<file path="config.mk">
export PLATFORM = sky130hd
export DESIGN_NAME = ppm_header_parser_core_flat
export DESIGN_NICKNAME = d
export VERILOG_FILES = /design/src/hdl/php_pkg.sv /design/src/hdl/php_if.sv /design/src/hdl/ppm_header_parser_core.sv /design/src/hdl/php_parse.sv /design/src/hdl/php_out_buf.sv /design/src/flat_wrapper.sv
export SDC_FILE = /design/constraint.sdc
export NUM_CORES = 1
export LEC_CHECK = 0
export BUFFER_PORTS_ARGS = -buffer_cell sky130_fd_sc_hd__buf_2
export CAP_MARGIN = 20
export CORE_ASPECT_RATIO = 1.2
export CORE_MARGIN = 4
export CORE_UTILIZATION = 55
export DETAILED_ROUTE_END_ITERATION = 7
export PLACE_DENSITY = 0.75
export SYNTH_ARGS = -nofsm -noshare
export SYNTH_HDL_FRONTEND = slang
export SYNTH_HIERARCHICAL = 1
export SYNTH_SLANG_ARGS = --single-unit
</file>
<file path="constraint.sdc">
create_clock -name clk -period 6.44 [get_ports clk]
set_input_delay 0.322 -clock clk [delete_from_list [all_inputs] [get_ports clk]]
set_output_delay 0.322 -clock clk [all_outputs]
set_load 0.01 [all_outputs]
</file>
<file path="src/hdl/php_pkg.sv">
// php_pkg: shared types and constants for the P6 header parser.
// Used by php_if.sv, php_parse.sv and ppm_header_parser_core.sv.
package php_pkg;

  localparam int DIMENSION_BITS_DEF = 16;
  localparam int OFFSET_BITS_DEF    = 32;

  localparam logic [7:0] CHAR_P     = 8'h50;  // 'P'
  localparam logic [7:0] CHAR_SIX   = 8'h36;  // '6'
  localparam logic [7:0] CHAR_HASH  = 8'h23;  // '#'
  localparam logic [7:0] CHAR_LF    = 8'h0A;  // '\n'
  localparam logic [7:0] CHAR_ZERO  = 8'h30;  // '0'
  localparam logic [7:0] CHAR_NINE  = 8'h39;  // '9'
  localparam logic [7:0] CHAR_SPACE = 8'h20;
  localparam logic [7:0] CHAR_TAB   = 8'h09;
  localparam logic [7:0] CHAR_CR    = 8'h0D;
  localparam int         SAMPLE_LIMIT = 255;

  typedef enum logic [1:0] {
    ST_OK          = 2'd0,
    ST_MAGIC       = 2'd1,
    ST_MALFORMED   = 2'd2,
    ST_UNSUPPORTED = 2'd3
  } status_t;

  typedef enum logic [6:0] {
    PH_MAGIC0     = 7'b0000001,
    PH_MAGIC1     = 7'b0000010,
    PH_MAGIC1_BAD = 7'b0000100,
    PH_SKIP       = 7'b0001000,
    PH_COMMENT    = 7'b0010000,
    PH_DIGITS     = 7'b0100000,
    PH_DONE       = 7'b1000000
  } phase_t;

  function automatic logic is_blank(input logic [7:0] c);
    return (c == CHAR_SPACE) || ((c >= CHAR_TAB) && (c <= CHAR_CR));
  endfunction

  function automatic logic is_digit(input logic [7:0] c);
    return (c >= CHAR_ZERO) && (c <= CHAR_NINE);
  endfunction

endpackage

</file>
<file path="src/hdl/php_if.sv">
// php_if: valid/ready stream interfaces for the header parser.
// php_in_if carries file bytes, php_out_if carries header results; uses php_pkg.
interface php_in_if;
  logic       valid;
  logic       ready;
  logic [7:0] data_byte;
  logic       end_of_file;

  modport source (output valid, output data_byte, output end_of_file, input ready);
  modport sink   (input valid, input data_byte, input end_of_file, output ready);
endinterface

interface php_out_if #(
  parameter int DIMENSION_BITS = php_pkg::DIMENSION_BITS_DEF,
  parameter int OFFSET_BITS    = php_pkg::OFFSET_BITS_DEF
);
  logic                      valid;
  logic                      ready;
  logic [1:0]                status;
  logic [DIMENSION_BITS-1:0] image_width;
  logic [DIMENSION_BITS-1:0] image_height;
  logic [7:0]                sample_max;
  logic [OFFSET_BITS-1:0]    data_offset;

  modport source (output valid, output status, output image_width, output image_height,
                  output sample_max, output data_offset, input ready);
  modport sink   (input valid, input status, input image_width, input image_height,
                  input sample_max, input data_offset, output ready);
endinterface

</file>
<file path="src/hdl/ppm_header_parser_core.sv">
// ppm_header_parser_core: top level of the binary P6 header parser.
// Uses php_pkg, php_if (php_in_if, php_out_if), php_parse and php_out_buf.
//
//   channel  | dir | payload                                          | handshake
//   ---------+-----+--------------------------------------------------+-----------
//   bytes    | in  | data_byte[7:0], end_of_file                      | valid/ready
//   header   | out | status[1:0], image_width, image_height,          | valid/ready
//            |     | sample_max[7:0], data_offset                     |
//
// One item per cycle while bytes.ready is high: each byte updates the parser
// state in the cycle it is accepted, and any result lands at that same edge in
// the output register, or the skid register while header stalls; header is driven from the output register.
// Reset (rst, synchronous) returns the parser to the first magic byte and
// empties the output register and the skid register.
// bytes.ready drops only while both the output register and the skid
// register hold a result; it depends on no combinational path from header.ready.
module ppm_header_parser_core #(
  parameter int DIMENSION_BITS = php_pkg::DIMENSION_BITS_DEF,
  parameter int OFFSET_BITS    = php_pkg::OFFSET_BITS_DEF
) (
  input logic      clk,
  input logic      rst,
  php_in_if.sink   bytes,
  php_out_if.source header
);

  // packed result: status, width, height, sample max, offset
  localparam int RES_W = 2 + 2 * DIMENSION_BITS + 8 + OFFSET_BITS;

  logic                      accept;
  logic                      room;
  logic                      res_valid;
  logic [1:0]                res_status;
  logic [DIMENSION_BITS-1:0] res_width;
  logic [DIMENSION_BITS-1:0] res_height;
  logic [7:0]                res_sample;
  logic [OFFSET_BITS-1:0]    res_offset;
  logic [RES_W-1:0]          out_data;

  assign bytes.ready = room;
  assign accept      = bytes.valid && room;

  php_parse #(
    .DIMENSION_BITS (DIMENSION_BITS),
    .OFFSET_BITS    (OFFSET_BITS)
  ) u_parse (
    .clk         (clk),
    .rst         (rst),
    .accept      (accept),
    .data_byte   (bytes.data_byte),
    .end_of_file (bytes.end_of_file),
    .res_valid   (res_valid),
    .res_status  (res_status),
    .res_width   (res_width),
    .res_height  (res_height),
    .res_sample  (res_sample),
    .res_offset  (res_offset)
  );

  php_out_buf #(
    .WIDTH (RES_W)
  ) u_out_buf (
    .clk       (clk),
    .rst       (rst),
    .push      (res_valid),
    .push_data ({res_status, res_width, res_height, res_sample, res_offset}),
    .room      (room),
    .out_valid (header.valid),
    .out_ready (header.ready),
    .out_data  (out_data)
  );

  assign {header.status, header.image_width, header.image_height,
          header.sample_max, header.data_offset} = out_data;

endmodule

</file>
<file path="src/hdl/php_parse.sv">
// php_parse: header state machine; one byte or end-of-file mark per accepted item.
// Depends on php_pkg.
module php_parse #(
  parameter int DIMENSION_BITS = php_pkg::DIMENSION_BITS_DEF,
  parameter int OFFSET_BITS    = php_pkg::OFFSET_BITS_DEF
) (
  input  logic                      clk,
  input  logic                      rst,
  input  logic                      accept,
  input  logic [7:0]                data_byte,
  input  logic                      end_of_file,
  output logic                      res_valid,
  output logic [1:0]                res_status,
  output logic [DIMENSION_BITS-1:0] res_width,
  output logic [DIMENSION_BITS-1:0] res_height,
  output logic [7:0]                res_sample,
  output logic [OFFSET_BITS-1:0]    res_offset
);

  localparam int AW = DIMENSION_BITS + 1;   // accumulator holds up to 2^DIMENSION_BITS
  localparam int MW = AW + 4;               // room for acc*10+9
  localparam logic [AW-1:0] ACC_CAP = AW'(1) << DIMENSION_BITS;
  localparam logic [OFFSET_BITS-1:0] OFF_MAX = '1;

  php_pkg::phase_t           phase, phase_next;
  logic [1:0]                token_number, token_number_next;
  logic [AW-1:0]             accumulator, accumulator_next;
  logic [DIMENSION_BITS-1:0] saved_width, saved_width_next;
  logic [DIMENSION_BITS-1:0] saved_height, saved_height_next;
  logic [OFFSET_BITS-1:0]    bytes_seen, bytes_seen_next;

  logic [OFFSET_BITS-1:0]    bytes_inc;
  logic [3:0]                digit;
  logic [MW-1:0]             acc_mul;
  logic [AW-1:0]             acc_sat;
  logic [DIMENSION_BITS-1:0] acc_dim;
  logic                      final_bad;
  logic                      do_skip;

  assign bytes_inc = (bytes_seen == OFF_MAX) ? bytes_seen : bytes_seen + 1'b1;
  assign digit     = 4'(data_byte - php_pkg::CHAR_ZERO);
  assign acc_mul   = {accumulator, 3'b000} + {2'b00, accumulator, 1'b0} + MW'(digit);
  assign acc_sat   = (acc_mul > MW'(ACC_CAP)) ? ACC_CAP : acc_mul[AW-1:0];
  // zero or over-range dimensions are stored as zero
  assign acc_dim   = (accumulator[DIMENSION_BITS] || accumulator == '0)
                     ? '0 : accumulator[DIMENSION_BITS-1:0];
  assign final_bad = (saved_width == '0) || (saved_height == '0) || (accumulator == '0)
                     || (accumulator > AW'(php_pkg::SAMPLE_LIMIT));

  always_comb begin
    phase_next        = phase;
    token_number_next = token_number;
    accumulator_next  = accumulator;
    saved_width_next  = saved_width;
    saved_height_next = saved_height;
    bytes_seen_next   = bytes_seen;
    res_valid         = 1'b0;
    res_status        = php_pkg::ST_OK;
    res_width         = '0;
    res_height        = '0;
    res_sample        = '0;
    res_offset        = '0;
    do_skip           = 1'b0;

    if (accept) begin
      if (end_of_file) begin
        case (phase)
          php_pkg::PH_MAGIC0, php_pkg::PH_MAGIC1, php_pkg::PH_MAGIC1_BAD: begin
            res_valid  = 1'b1;
            res_status = php_pkg::ST_MAGIC;
          end
          php_pkg::PH_SKIP, php_pkg::PH_COMMENT: begin
            res_valid  = 1'b1;
            res_status = php_pkg::ST_MALFORMED;
          end
          php_pkg::PH_DIGITS: begin
            res_valid = 1'b1;
            if (!token_number[1]) begin
              res_status = php_pkg::ST_MALFORMED;
            end else if (final_bad) begin
              res_status = php_pkg::ST_UNSUPPORTED;
            end else begin
              res_width  = saved_width;
              res_height = saved_height;
              res_sample = accumulator[7:0];
              res_offset = bytes_seen;
            end
          end
          default: begin
          end
        endcase
        phase_next        = php_pkg::PH_MAGIC0;
        token_number_next = '0;
        accumulator_next  = '0;
        saved_width_next  = '0;
        saved_height_next = '0;
        bytes_seen_next   = '0;
      end else if (phase != php_pkg::PH_DONE) begin
        bytes_seen_next = bytes_inc;
        case (phase)
          php_pkg::PH_MAGIC0: begin
            phase_next = (data_byte == php_pkg::CHAR_P) ? php_pkg::PH_MAGIC1
                                                        : php_pkg::PH_MAGIC1_BAD;
          end
          php_pkg::PH_MAGIC1: begin
            if (data_byte != php_pkg::CHAR_SIX) begin
              res_valid  = 1'b1;
              res_status = php_pkg::ST_MAGIC;
              phase_next = php_pkg::PH_DONE;
            end else begin
              phase_next        = php_pkg::PH_SKIP;
              token_number_next = '0;
            end
          end
          php_pkg::PH_MAGIC1_BAD: begin
            res_valid  = 1'b1;
            res_status = php_pkg::ST_MAGIC;
            phase_next = php_pkg::PH_DONE;
          end
          php_pkg::PH_SKIP: begin
            do_skip = 1'b1;
          end
          php_pkg::PH_COMMENT: begin
            if (data_byte == php_pkg::CHAR_LF) begin
              phase_next = php_pkg::PH_SKIP;
            end
          end
          php_pkg::PH_DIGITS: begin
            if (php_pkg::is_digit(data_byte)) begin
              accumulator_next = acc_sat;
            end else if (token_number[1]) begin
              // byte after maxval is the last header byte
              res_valid  = 1'b1;
              phase_next = php_pkg::PH_DONE;
              if (final_bad) begin
                res_status = php_pkg::ST_UNSUPPORTED;
              end else begin
                res_width  = saved_width;
                res_height = saved_height;
                res_sample = accumulator[7:0];
                res_offset = bytes_inc;
              end
            end else begin
              if (token_number == 2'd0) begin
                saved_width_next = acc_dim;
              end else begin
                saved_height_next = acc_dim;
              end
              token_number_next = token_number + 2'd1;
              accumulator_next  = '0;
              do_skip           = 1'b1;   // terminator is re-examined as skip byte
            end
          end
          default: begin
          end
        endcase

        if (do_skip) begin
          if (php_pkg::is_blank(data_byte)) begin
            phase_next = php_pkg::PH_SKIP;
          end else if (data_byte == php_pkg::CHAR_HASH) begin
            phase_next = php_pkg::PH_COMMENT;
          end else if (php_pkg::is_digit(data_byte)) begin
            accumulator_next = AW'(digit);
            phase_next       = php_pkg::PH_DIGITS;
          end else begin
            res_valid  = 1'b1;
            res_status = php_pkg::ST_MALFORMED;
            phase_next = php_pkg::PH_DONE;
          end
        end
      end
    end
  end

  always_ff @(posedge clk) begin
    if (rst) begin
      phase        <= php_pkg::PH_MAGIC0;
      token_number <= '0;
      accumulator  <= '0;
      saved_width  <= '0;
      saved_height <= '0;
      bytes_seen   <= '0;
    end else begin
      phase        <= phase_next;
      token_number <= token_number_next;
      accumulator  <= accumulator_next;
      saved_width  <= saved_width_next;
      saved_height <= saved_height_next;
      bytes_seen   <= bytes_seen_next;
    end
  end

endmodule

</file>
<file path="src/hdl/php_out_buf.sv">
// php_out_buf: output register plus skid register for the result stream.
// Generic over payload width; no package dependencies.
module php_out_buf #(
  parameter int WIDTH = 8
) (
  input  logic             clk,
  input  logic             rst,
  input  logic             push,
  input  logic [WIDTH-1:0] push_data,
  output logic             room,
  output logic             out_valid,
  input  logic             out_ready,
  output logic [WIDTH-1:0] out_data
);

  logic             skid_valid;
  logic [WIDTH-1:0] skid_data;

  // push new items only while the skid slot is free; not enforced here
  assign room = !skid_valid;

  always_ff @(posedge clk) begin
    if (rst) begin
      out_valid  <= 1'b0;
      skid_valid <= 1'b0;
    end else begin
      if (push) begin
        if (!out_valid || out_ready) begin
          out_valid <= 1'b1;
        end else begin
          skid_valid <= 1'b1;
        end
      end else if (out_ready) begin
        if (skid_valid) begin
          skid_valid <= 1'b0;
        end else begin
          out_valid <= 1'b0;
        end
      end
    end
  end

  always_ff @(posedge clk) begin
    if (push) begin
      if (!out_valid || out_ready) begin
        out_data <= push_data;
      end else begin
        skid_data <= push_data;
      end
    end else if (out_ready && skid_valid) begin
      out_data <= skid_data;
    end
  end

endmodule

</file>
<file path="src/flat_wrapper.sv">
// flat-port wrapper written by rule: the top's interface ports become plain ports
module ppm_header_parser_core_flat 
#(
  parameter int DIMENSION_BITS = php_pkg::DIMENSION_BITS_DEF,
  parameter int OFFSET_BITS    = php_pkg::OFFSET_BITS_DEF
)
  (clk, rst, bytes_valid, bytes_data_byte, bytes_end_of_file, bytes_ready, header_valid, header_status, header_image_width, header_image_height, header_sample_max, header_data_offset, header_ready);
  php_in_if bytes_i ();
  php_out_if #(.DIMENSION_BITS(DIMENSION_BITS), .OFFSET_BITS(OFFSET_BITS)) header_i ();
  input logic clk;
  input logic rst;
  input wire logic [$bits(bytes_i.valid)-1:0] bytes_valid;
  input wire logic [$bits(bytes_i.data_byte)-1:0] bytes_data_byte;
  input wire logic [$bits(bytes_i.end_of_file)-1:0] bytes_end_of_file;
  output wire logic [$bits(bytes_i.ready)-1:0] bytes_ready;
  output wire logic [$bits(header_i.valid)-1:0] header_valid;
  output wire logic [$bits(header_i.status)-1:0] header_status;
  output wire logic [$bits(header_i.image_width)-1:0] header_image_width;
  output wire logic [$bits(header_i.image_height)-1:0] header_image_height;
  output wire logic [$bits(header_i.sample_max)-1:0] header_sample_max;
  output wire logic [$bits(header_i.data_offset)-1:0] header_data_offset;
  input wire logic [$bits(header_i.ready)-1:0] header_ready;
  assign bytes_i.valid = bytes_valid;
  assign bytes_i.data_byte = bytes_data_byte;
  assign bytes_i.end_of_file = bytes_end_of_file;
  assign bytes_ready = bytes_i.ready;
  assign header_valid = header_i.valid;
  assign header_status = header_i.status;
  assign header_image_width = header_i.image_width;
  assign header_image_height = header_i.image_height;
  assign header_sample_max = header_i.sample_max;
  assign header_data_offset = header_i.data_offset;
  assign header_i.ready = header_ready;
  ppm_header_parser_core #(.DIMENSION_BITS(DIMENSION_BITS), .OFFSET_BITS(OFFSET_BITS)) u_core (.clk(clk), .rst(rst), .bytes(bytes_i), .header(header_i));
endmodule
</file>
# Word-level counts from Yosys, hierarchy flattened
# Cells that the tools add are included.
[classes]
n_addsub = 5
magnitude_cmp = 6
n_eq_ne = 25
muxes = 120
n_bitwise = 1
n_reduce_logical = 36
[ops]
columns = ["cell", "n"]
rows = [
  ["$mux 16", 29],
  ["$mux 32", 13],
  ["$mux 74", 3],
  ["$mux 17", 10],
  ["$mux 7", 10],
  ["$mux 8", 8],
  ["$pmux 7 s5", 1],
  ["$add 32x1->32 const B", 1],
  ["$eq 32x32->1 const B", 1],
  ["$logic_not 16->1", 2],
  ["$mux 2", 16],
  ["$mux 1", 24],
  ["$reduce_and 6->1", 4],
  ["$add 20x18->21", 1],
  ["$add 21x4->21", 1],
  ["$gt 21x17->1 const B", 1],
  ["$gt 17x8->1 const B", 1],
  ["$logic_not 17->1", 1],
  ["$eq 8x6->1 const B", 2],
  ["$ne 4x4->1 const B", 3],
  ["$pmux 2 s3", 2],
  ["$ne 2x2->1 const B", 5],
  ["$reduce_bool 2->1", 5],
  ["$ne 3x3->1 const B", 3],
  ["other kinds (34)", 46],
]
[word_totals]
ff_bits = 240
out_inout_bits = 76
word_cells = 204

# Depth between registers and ports, before layout
# Gate-level depths: netlist of run 1.
[depth]
depth_word = 17
mapped_depth = 14
ltp_nobuf = 13

# Modules after synthesis
# The synthesis of run 1 kept the hierarchy.
[modules_own_cells]
columns = ["mod", "instances", "cells_each", "area_per_inst_um2", "seq_area_each_um2"]
rows = [
  ["php_parse", 1, 975, 6882.9, 1801.7],
  ["php_out_buf", 1, 244, 5476.5, 4484.3],
  ["ppm_header_parser_core", 1, 1, 6.3, 0.0],
]

# Least setup slack after synthesis of run 1
# No wires, ideal clock.
[synth_path]
path_type = "flip-flop to flip-flop"
startpoint = "register u_core.u_parse.phase[0]"
endpoint = "register u_core.u_out_buf.out_data[0], enable pin"
arrival_time_ns = 5.869
required_time_ns = 5.909
setup_slack_ns = 0.040
stages_incl_launch_ff = 13
synth_period_minus_slack_ns = 6.400
path_cell_list = "dfxtp_1 > clkbuf_1 > nor3_1 > and4b_1 > clkbuf_1 > clkbuf_1 > a31oi_1 > a21oi_1 > buf_6 > buf_6 > buf_8 > a21oi_1 > a21oi_1"
[synth_via]
elab_chain_len = 11
elab_cells_between_ends = 24
classes_between = "8 x eq/ne; 13 x mux; 3 x reduce/logical"
[synth_lines]
columns = ["element", "line", "text"]
rows = [
  ["start: declaration", "php_parse.sv:25", "php_pkg::phase_t phase, phase_next;"],
  ["start signal: assignment", "php_parse.sv:178", "phase <= php_pkg::PH_MAGIC0;"],
  ["start signal: assignment", "php_parse.sv:185", "phase <= phase_next;"],
  ["$eq 7x6->1, or another cell as far along", "php_parse.sv:67, php_parse.sv:100", ""],
  ["$pmux 1 s3 / $pmux 1 s2 (equally long branches)", "php_parse.sv:100", "case (phase)"],
  ["$mux 1 (on tied branches)", "php_parse.sv:163, php_parse.sv:98", ""],
  ["$mux 1 (on tied branches)", "php_parse.sv:161, php_parse.sv:66", ""],
  ["$mux 1 (on tied branches)", "php_parse.sv:159, php_parse.sv:65", ""],
  ["$mux 1", "php_parse.sv:158", "if (do_skip) begin"],
  ["$mux 1", "php_parse.sv:98", "end else if (phase != php_pkg::PH_DONE) begin"],
  ["$mux 1 *", "php_parse.sv:66", "if (end_of_file) begin"],
  ["$mux 1 *", "php_parse.sv:65", "if (accept) begin"],
  ["via u_core.res_valid", "ppm_header_parser_core.sv:32", "logic res_valid;"],
  ["$ne 2x2->1 (no source line) / $reduce_bool 2->1 (equally long branches)", "n/a", ""],
  ["$reduce_and 2->1 (no source line) *", "n/a", ""],
  ["end signal: assignment", "php_out_buf.sv:46", "out_data <= push_data;"],
  ["end signal: assignment", "php_out_buf.sv:51", "out_data <= skid_data;"],
  ["end: declaration", "php_out_buf.sv:13", "output logic [WIDTH-1:0] out_data"],
]
# The timed path passes the listed nets; every way through them passes the cells marked *. The select of a mux whose other input is x is not followed.
# A chain may end at the register's enable or synchronous reset.

# Worst setup path in the final report of run 1
[layout_path]
startpoint = "register u_core.u_parse.accumulator[0]"
endpoint = "register u_core.u_parse.accumulator[7]"
[layout_via]
elab_chain_len = 12
[layout_lines]
columns = ["element", "line", "text"]
rows = [
  ["start: declaration", "php_parse.sv:27", "logic [AW-1:0] accumulator, accumulator_next;"],
  ["start signal: assignment", "php_parse.sv:187", "accumulator <= accumulator_next;"],
  ["$add 20x18->21 *", "php_parse.sv:42", "assign acc_mul = {accumulator, 3'b000} + {2'b00, accumulator, 1'b0} + MW'(digit);"],
  ["$add 21x4->21 *", "php_parse.sv:42", ""],
  ["$gt 21x17->1", "php_parse.sv:43", "assign acc_sat = (acc_mul > MW'(ACC_CAP)) ? ACC_CAP : acc_mul[AW-1:0];"],
  ["$mux 17 *", "php_parse.sv:43", ""],
  ["$mux 17 *", "php_parse.sv:129", "if (php_pkg::is_digit(data_byte)) begin"],
  ["$mux 17 *", "php_parse.sv:100", ""],
  ["$mux 17", "php_parse.sv:163", "end else if (php_pkg::is_digit(data_byte)) begin"],
  ["$mux 17", "php_parse.sv:161", "end else if (data_byte == php_pkg::CHAR_HASH) begin"],
  ["$mux 17", "php_parse.sv:159", "if (php_pkg::is_blank(data_byte)) begin"],
  ["$mux 17 *", "php_parse.sv:158", ""],
  ["$mux 17 *", "php_parse.sv:98", ""],
  ["$mux 17 *", "php_parse.sv:66", ""],
]
# Mark *: on every way between the ends. The rest lies on a longest branch, timed or not. The select of a mux whose other input is x is not followed.

==> qor.yml, run 1 <==
cts:
  worstSkewPairLatency_ns: 0.53
  cts_hold_buf: 0
  clockBufferDepth: 3
  clock_sink_count: 240
  cts_tree: "done"
  cts_resized: 0
  cts-root-buf: "clkbuf_16"
  cts_setup_buffers: 0
  cts.htree.levels: 1
  path_clk_slew_ns: 0.06
  tritoncts.num_buffers: 25
yosys:
  syn_nets: 1269
  netlist_instances: 1220
  syn_area_sq_um: 12400
  synth-seq-cells: 240
  ys_warn_count: 6
  avgSynthCellArea_sq_um: 10.1
  synth_top_flop_cell: "edfxtp_1"
  ys_seq_area_frac: 0.508
  synth_edf_count: 148
  synth_cell_types: 71
  async_flop_share: 0
critical_path:
  worstPathRequired_ns: 6.88
  cp_max_fo: 9
  path_common_cell: "fa_1"
  crit_family: "simple AND/OR/NAND/NOR gates"
  critPathLaunchType: "flop"
  r2r_end: "u_core/u_parse/accumulator[7]"
  timing.critical_path.buf_inv: 1
  end_kind: "flop"
  criticalPathCategory: "reg -> reg"
  ff2ff_setup_slack_ns: 1.76
  r2r_start: "u_core/u_parse/accumulator[0]"
  crit_arrival_ns: 5.12
  slowest_delay_ns: 0.74
  slowest_stage: "or4_1"
  path_cells: "inv_1, fa_1, fa_1, nand2b_1, a21o_1, a32oi_1, xnor2_1, o21ai_0, or4b_1, o41a_1, or4_1, a211oi_2"
  r2r_cells: 12
placed_design:
  gp_congestion: 0.910
  place_area_sq_um: 12900
  dp_hpwl_mm: 17.8
  io_buffers: 88
  post-place-ws_ns: 1.80
power_and_ir_drop:
  p_leak_nw: 4.60
  p_int_mw: 2.59
  pwr_density_cell_nw_per_um2: 241
  switching_power_uw: 726
  swShare: 0.219
  seqPwrFrac: 0.507
  ir_worst_vdd_mv: 0.158
  combPwrFrac: 0.064
  power_frac_clock: 0.429
global_routing:
  grt_max_degree: 94
  met2_usage: 0.332
  grtUsageMet3: 0.0288
  use_met1: 0.309
  grt_pass1_wl_mm: 44.0
  track_usage: 0.216
  top_usage_layer: "met2"
  grt_pass1_vias: 8535
  overflow: 0
  antenna_found_initial: 0
timing:
  worst_slew_pin_slew_ns: 1.07
  drv_slew: 0
  slew_headroom: 0.289
  whs_ns: 0.0198
  max_freq_mhz: 214
  timing.final.ws_setup_ns: 1.76
  finalSetupViolCount: 0
  tns_ns: 0
  final.setup_skew_ns: 0.0159
  rsz0062_at_grt: "false"
  timing.final.crit_share: 0.727
  hold_viol: 0
  period_minus_slack_ns: 4.68
hold_path:
  hold_path_class: "in -> reg"
  hold_depth: 2
  hold_end: "u_core/u_out_buf/out_valid"
  holdCritStartpoint: "header_ready"
die:
  core_area_sq_um: 21900
  chipWidth_um: 145
  rows: 59
  die_y_um: 172
  dieArea_sq_um: 25000
  num_io_pins: 89
  start_util: 0.564
detailed_routing:
  firstDrtPassIters: 6
  wirelength_mm: 27.2
  via_per_inst: 6.04
  drc: 0
  wl_per_cell_um: 17.4
  drt-initial-drc-count: 785
  routed-via-count: 9404
  drtAntennaViolNets: 0
finish:
  final_net_count: 1313
  fin_util: 0.627
  final_layout_size_suffix_gt1_frac: 0.186
  num-fill-cells: 1771
  num_antenna_cells: 0
  areaGrowthSynthToFinish_pct: 11.1
  postLayoutCellArea_sq_um: 13700
outcome:
  status: "finished clean"
run:
  cap_violations: 0
logic make-up after synthesis:
| kind of cell | count (synthesis) | share of synthesized area |
|---|---|---|
| and+or+nand+nor | 460 | 0.186 |
| AOI/OAI and AO/OA | 268 | 0.133 |
| DFF | 240 | 0.508 |
| buffers and inverters | 99 | 0.0337 |
| muxes | 82 | 0.0759 |
| adders and majority gates | 36 | 0.0376 |
| xor gates and xnor gates | 35 | 0.0248 |
power by group through the flow:
stage	clock, mW	sequential [mW]	combinational (mW)
3_3_place_gp	0	1.71	0.210
3_5_place_dp	0	1.71	0.211
5_1_grt	1.52	1.68	0.232
4_1_cts	1.45	1.68	0.213
6_report	1.42	1.68	0.212
2_1_floorplan	0	1.73	0.130
metal layers:
layer	routed length, um	vias up	part of all wire
li1	-	4576	-
met1	12400	4430	0.46
met2	12200	327	0.45
met3	1540	71	0.057
met4	997	0	0.037
met5	0	-	0
through the flow:
stage | instances | power [mW]
6_report | 1557 | 3.32
5_1_grt | 1557 | 3.44
4_1_cts | 1557 | 3.35
3_5_place_dp | 1511 | 1.93
3_3_place_gp | 1511 | 1.92
2_1_floorplan | 1220 | 1.86
how the worst max path moves through the flow:
stage | startpoint | to | slack, ns | cells past startpoint
after floorplan | u_core/u_parse/phase[0] | u_core/u_out_buf/out_data[0] | 0.04 | 12
after global placement | bytes_data_byte[3] | u_core/u_parse/accumulator[12] | 1.90 | 13
after detailed placement | bytes_data_byte[3] | u_core/u_parse/accumulator[7] | 1.80 | 13
after CTS | u_core/u_parse/accumulator[0] | u_core/u_parse/accumulator[7] | 1.79 | 12
after global routing | u_core/u_parse/accumulator[0] | u_core/u_parse/accumulator[7] | 1.57 | 13
final | u_core/u_parse/accumulator[0] | u_core/u_parse/accumulator[7] | 1.76 | 12
flip-flops by register name (all words and copies together) (netlist names):
signal	cells
u_core/u_parse/accumulator	17
u_core/u_out_buf/out_valid	1
u_core/u_parse/token_number	2
u_core/u_parse/saved_width	16
u_core/u_parse/bytes_seen	32
u_core/u_out_buf/skid_data	74
u_core/u_out_buf/skid_valid	1
u_core/u_parse/phase	7
u_core/u_parse/saved_height	16
u_core/u_out_buf/out_data	74
cell usage after synthesis (all sizes together), types with 5 or more instances:
| cell | count | share of area |
|---|---|---|
| or3 | 15 | 0.0076 |
| edfxtp | 148 | 0.36 |
| ha | 34 | 0.034 |
| o21a | 5 | 0.0030 |
| mux2 | 76 | 0.071 |
| a211oi | 14 | 0.011 |
| nor3 | 36 | 0.015 |
| clkbuf | 64 | 0.019 |
| buf | 17 | 0.0088 |
| inv | 18 | 0.0055 |
| nor2b | 7 | 0.0035 |
| nand2 | 101 | 0.031 |
| nand3 | 50 | 0.020 |
| nand4 | 15 | 0.0076 |
| nor4 | 20 | 0.010 |
| and3 | 10 | 0.0051 |
| a31oi | 9 | 0.0046 |
| mux2i | 6 | 0.0049 |
| or2 | 8 | 0.0040 |
| xor2 | 13 | 0.0092 |
| o21bai | 9 | 0.0055 |
| nand4b | 5 | 0.0035 |
| o21ai | 46 | 0.019 |
| nand2b | 7 | 0.0035 |
| a21oi | 133 | 0.055 |
| or4 | 14 | 0.0085 |
| dfxtp | 92 | 0.15 |
| xnor2 | 22 | 0.016 |
| and2 | 43 | 0.022 |
| nor2 | 114 | 0.035 |
| a21o | 9 | 0.0055 |
layout make-up:
class / instances / area [sq um] / share of cell area
clock inverters: 5 / 58.8 / 0.00428
multi-input cells: 881 / 5710 / 0.415
clock buffers: 41 / 749 / 0.0545
flip-flops and latches: 240 / 6290 / 0.457
inverters: 18 / 67.6 / 0.00492
repair buffers: 98 / 528 / 0.0384
well taps: 274 / 343 / 0.0249
cell usage in the layout (no fill, tap or decap), types with 8 or more instances in the layout:
master       n
o21bai_1     9
nand3_1     50
xnor2_1     22
and2_1      43
nand2_1     99
o21ai_0     42
or2_2        8
ha_1        34
buf_2       88
nor4_1      20
or4_1       14
dfxtp_1     92
xor2_1      13
inv_1       18
mux2_2      70
and3_1       9
buf_4        9
edfxtp_1   148
a21o_1       9
clkbuf_16   26
nand4_1     15
a31oi_1      9
nor2_1     114
or3_1       15
clkbuf_1     9
nor3_1      35
a21oi_1    128
(Power assumes the default switching activity.)
==> run 2, diff against run 1 <==
clock period = 4 ns   (was 6.44 ns; I/O delays follow)
==> run 2 against run 1 <==
Worst setup slack worse by 2.0 ns. Hold slack better by 0.069 ns. The flow now finishes with violations (negative setup slack). Via count rose by 2.4%.
==> qor.yml, run 2 (synthesis results as in run 1) <==
timing:
  worst_slew_pin_slew_ns: 1.04
  timing.final.crit_share: 1.07
  rsz0062_at_grt: "true"
  timing.final.ws_setup_ns: -0.273
  slew_headroom: 0.307
  max_freq_mhz: 234
  period_minus_slack_ns: 4.27
  whs_ns: 0.0887
  drv_slew: 0
  hold_viol: 0
  finalSetupViolCount: 12
  tns_ns: -2.17
  final.setup_skew_ns: 0.0118
global_routing:
  grt_max_degree: 77
  overflow: 0
  grt_pass1_vias: 8994
  grt_pass1_wl_mm: 45.2
  track_usage: 0.219
  antenna_found_initial: 0
finish:
  final_net_count: 1367
  reg.largest.list: "u_core/u_out_buf/out_data x74, u_core/u_out_buf/skid_data x74, u_core/u_parse/bytes_seen x32"
  layout_commonest_cell: "edfxtp_1"
  areaGrowthSynthToFinish_pct: 15.9
  final_layout_size_suffix_gt1_frac: 0.235
  num_antenna_cells: 0
  most-common-layout-cells: "148 x edfxtp_1, 128 x a21oi_1, 114 x nor2_1, 99 x nand2_1, 90 x dfxtp_1"
hold_path:
  holdCritStartpoint: "rst"
  hold_depth: 2
  hold_path_class: "in -> reg"
  hold_end: "u_core/u_parse/bytes_seen[6]"
cts:
  cts.htree.levels: 1
  tritoncts.num_buffers: 25
  worstSkewPairLatency_ns: 0.52
  clockBufferDepth: 3
  cts-root-buf: "clkbuf_16"
  clock_sink_count: 240
  cts_tree: "done"
  path_clk_slew_ns: 0.06
critical_path:
  crit_arrival_ns: 4.69
  worstPathRequired_ns: 4.42
  r2r_end: "u_core/u_parse/accumulator[7]"
  r2r_start: "u_core/u_parse/accumulator[2]"
  r2r_cells: 14
  critPathLaunchType: "flop"
  cp_max_fo: 9
  ff2ff_setup_slack_ns: -0.27
  end_kind: "flop"
  criticalPathCategory: "reg -> reg"
detailed_routing:
  via_per_inst: 5.98
  wirelength_mm: 27.8
  drc: 0
  routed-via-count: 9630
  drt-initial-drc-count: 814
  m1WireLength_mm: 12.7
  firstDrtPassIters: 5
  highest_layer: "met4"
  met3WireLength_mm: 1.58
  dr_wl_met2_mm: 12.9
  drtAntennaViolNets: 0
  wl_per_cell_um: 17.3
die:
  chipWidth_um: 145
  start_util: 0.564
  die_y_um: 172
  core_area_sq_um: 21900
  dieArea_sq_um: 25000
  num_io_pins: 89
  rows: 59
outcome:
  status: "finished with violations"
  failed_checks: "negative setup slack"
power_and_ir_drop:
  total_power_mw: 5.30
  p_leak_nw: 4.90
  ir_worst_vdd_mv: 0.254
  pwr_density_cell_nw_per_um2: 370
run:
  cap_violations: 0
placed_design:
  dp_hpwl_mm: 18.7
  io_buffers: 88
  gp_congestion: 0.823
-- run 2: critical path, stage by stage (launching register included) --
cell,delay [ns]
dfxtp_4,0.35
inv_4,0.06
fa_2,0.46
buf_6,0.14
fa_2,0.39
nand2b_4,0.15
a21o_1,0.18
nand2_2,0.09
xor2_2,0.08
or4_1,0.52
or4b_1,0.48
o41a_1,0.39
or4_4,0.50
buf_6,0.16
a211oi_2,0.21
-- run 2: through the flow --
stage,std cells,worst slack [ns],util,cell area (sq um)
floorplan,1220,-0.0140,-,12400
global placement,1558,-0.202,0.610,13400
detailed placement,1558,-0.269,0.610,13400
CTS,1606,-0.280,0.648,14200
global route,1610,-0.381,0.654,14300
finish,1610,-0.273,0.654,14300
-- run 2: cell type report --
| type | count | area (sq um) |
|---|---|---|
| Timing Repair Buffer | 152 | 1010 |
| Sequential cell | 240 | 6290 |
| Fill cell | 1722 | 7600 |
| Inverter | 18 | 70.1 |
| Multi-Input combinational cell | 881 | 5830 |
| Clock inverter | 16 | 149 |
| Clock buffer | 29 | 641 |
| Tap cell | 274 | 343 |
-- run 2: worst max path at each step --
stage	start	end	slack (ns)	depth (start not counted)
finish	u_core/u_parse/accumulator[2]	u_core/u_parse/accumulator[7]	-0.27	14
detailed placement	bytes_data_byte[3]	u_core/u_parse/accumulator[11]	-0.27	15
global route	u_core/u_parse/accumulator[2]	u_core/u_parse/accumulator[7]	-0.38	14
floorplan	u_core/u_parse/accumulator[2]	u_core/u_parse/accumulator[11]	-0.01	14
global placement	bytes_data_byte[3]	u_core/u_parse/accumulator[12]	-0.20	15
CTS	u_core/u_parse/accumulator[2]	u_core/u_parse/accumulator[7]	-0.28	14
-- run 2: report_power, final --
group | leakage [nW] | total (mW) | internal [mW] | switching, mW
logic | 2.58 | 0.358 | 0.143 | 0.215
registers | 1.94 | 2.70 | 2.69 | 0.0169
clock network | 0.383 | 2.23 | 1.28 | 0.951
-- run 2: per-layer routing --
metal / global-route usage / up-vias
met5: 0 / -
met4: 0.0600 / 0
met3: 0.0279 / 56
met2: 0.352 / 298
met1: 0.315 / 4583
li1: - / 4693
-- run 2: repair_timing --
item                                    4_1_cts  5_1_grt
hold endpoints to repair                      1        0
resized for setup                             6       16
endpoints found under the setup margin       12       16
hold buffers                                  1        0
buffers inserted                              2        5
pin swaps                                     6        7
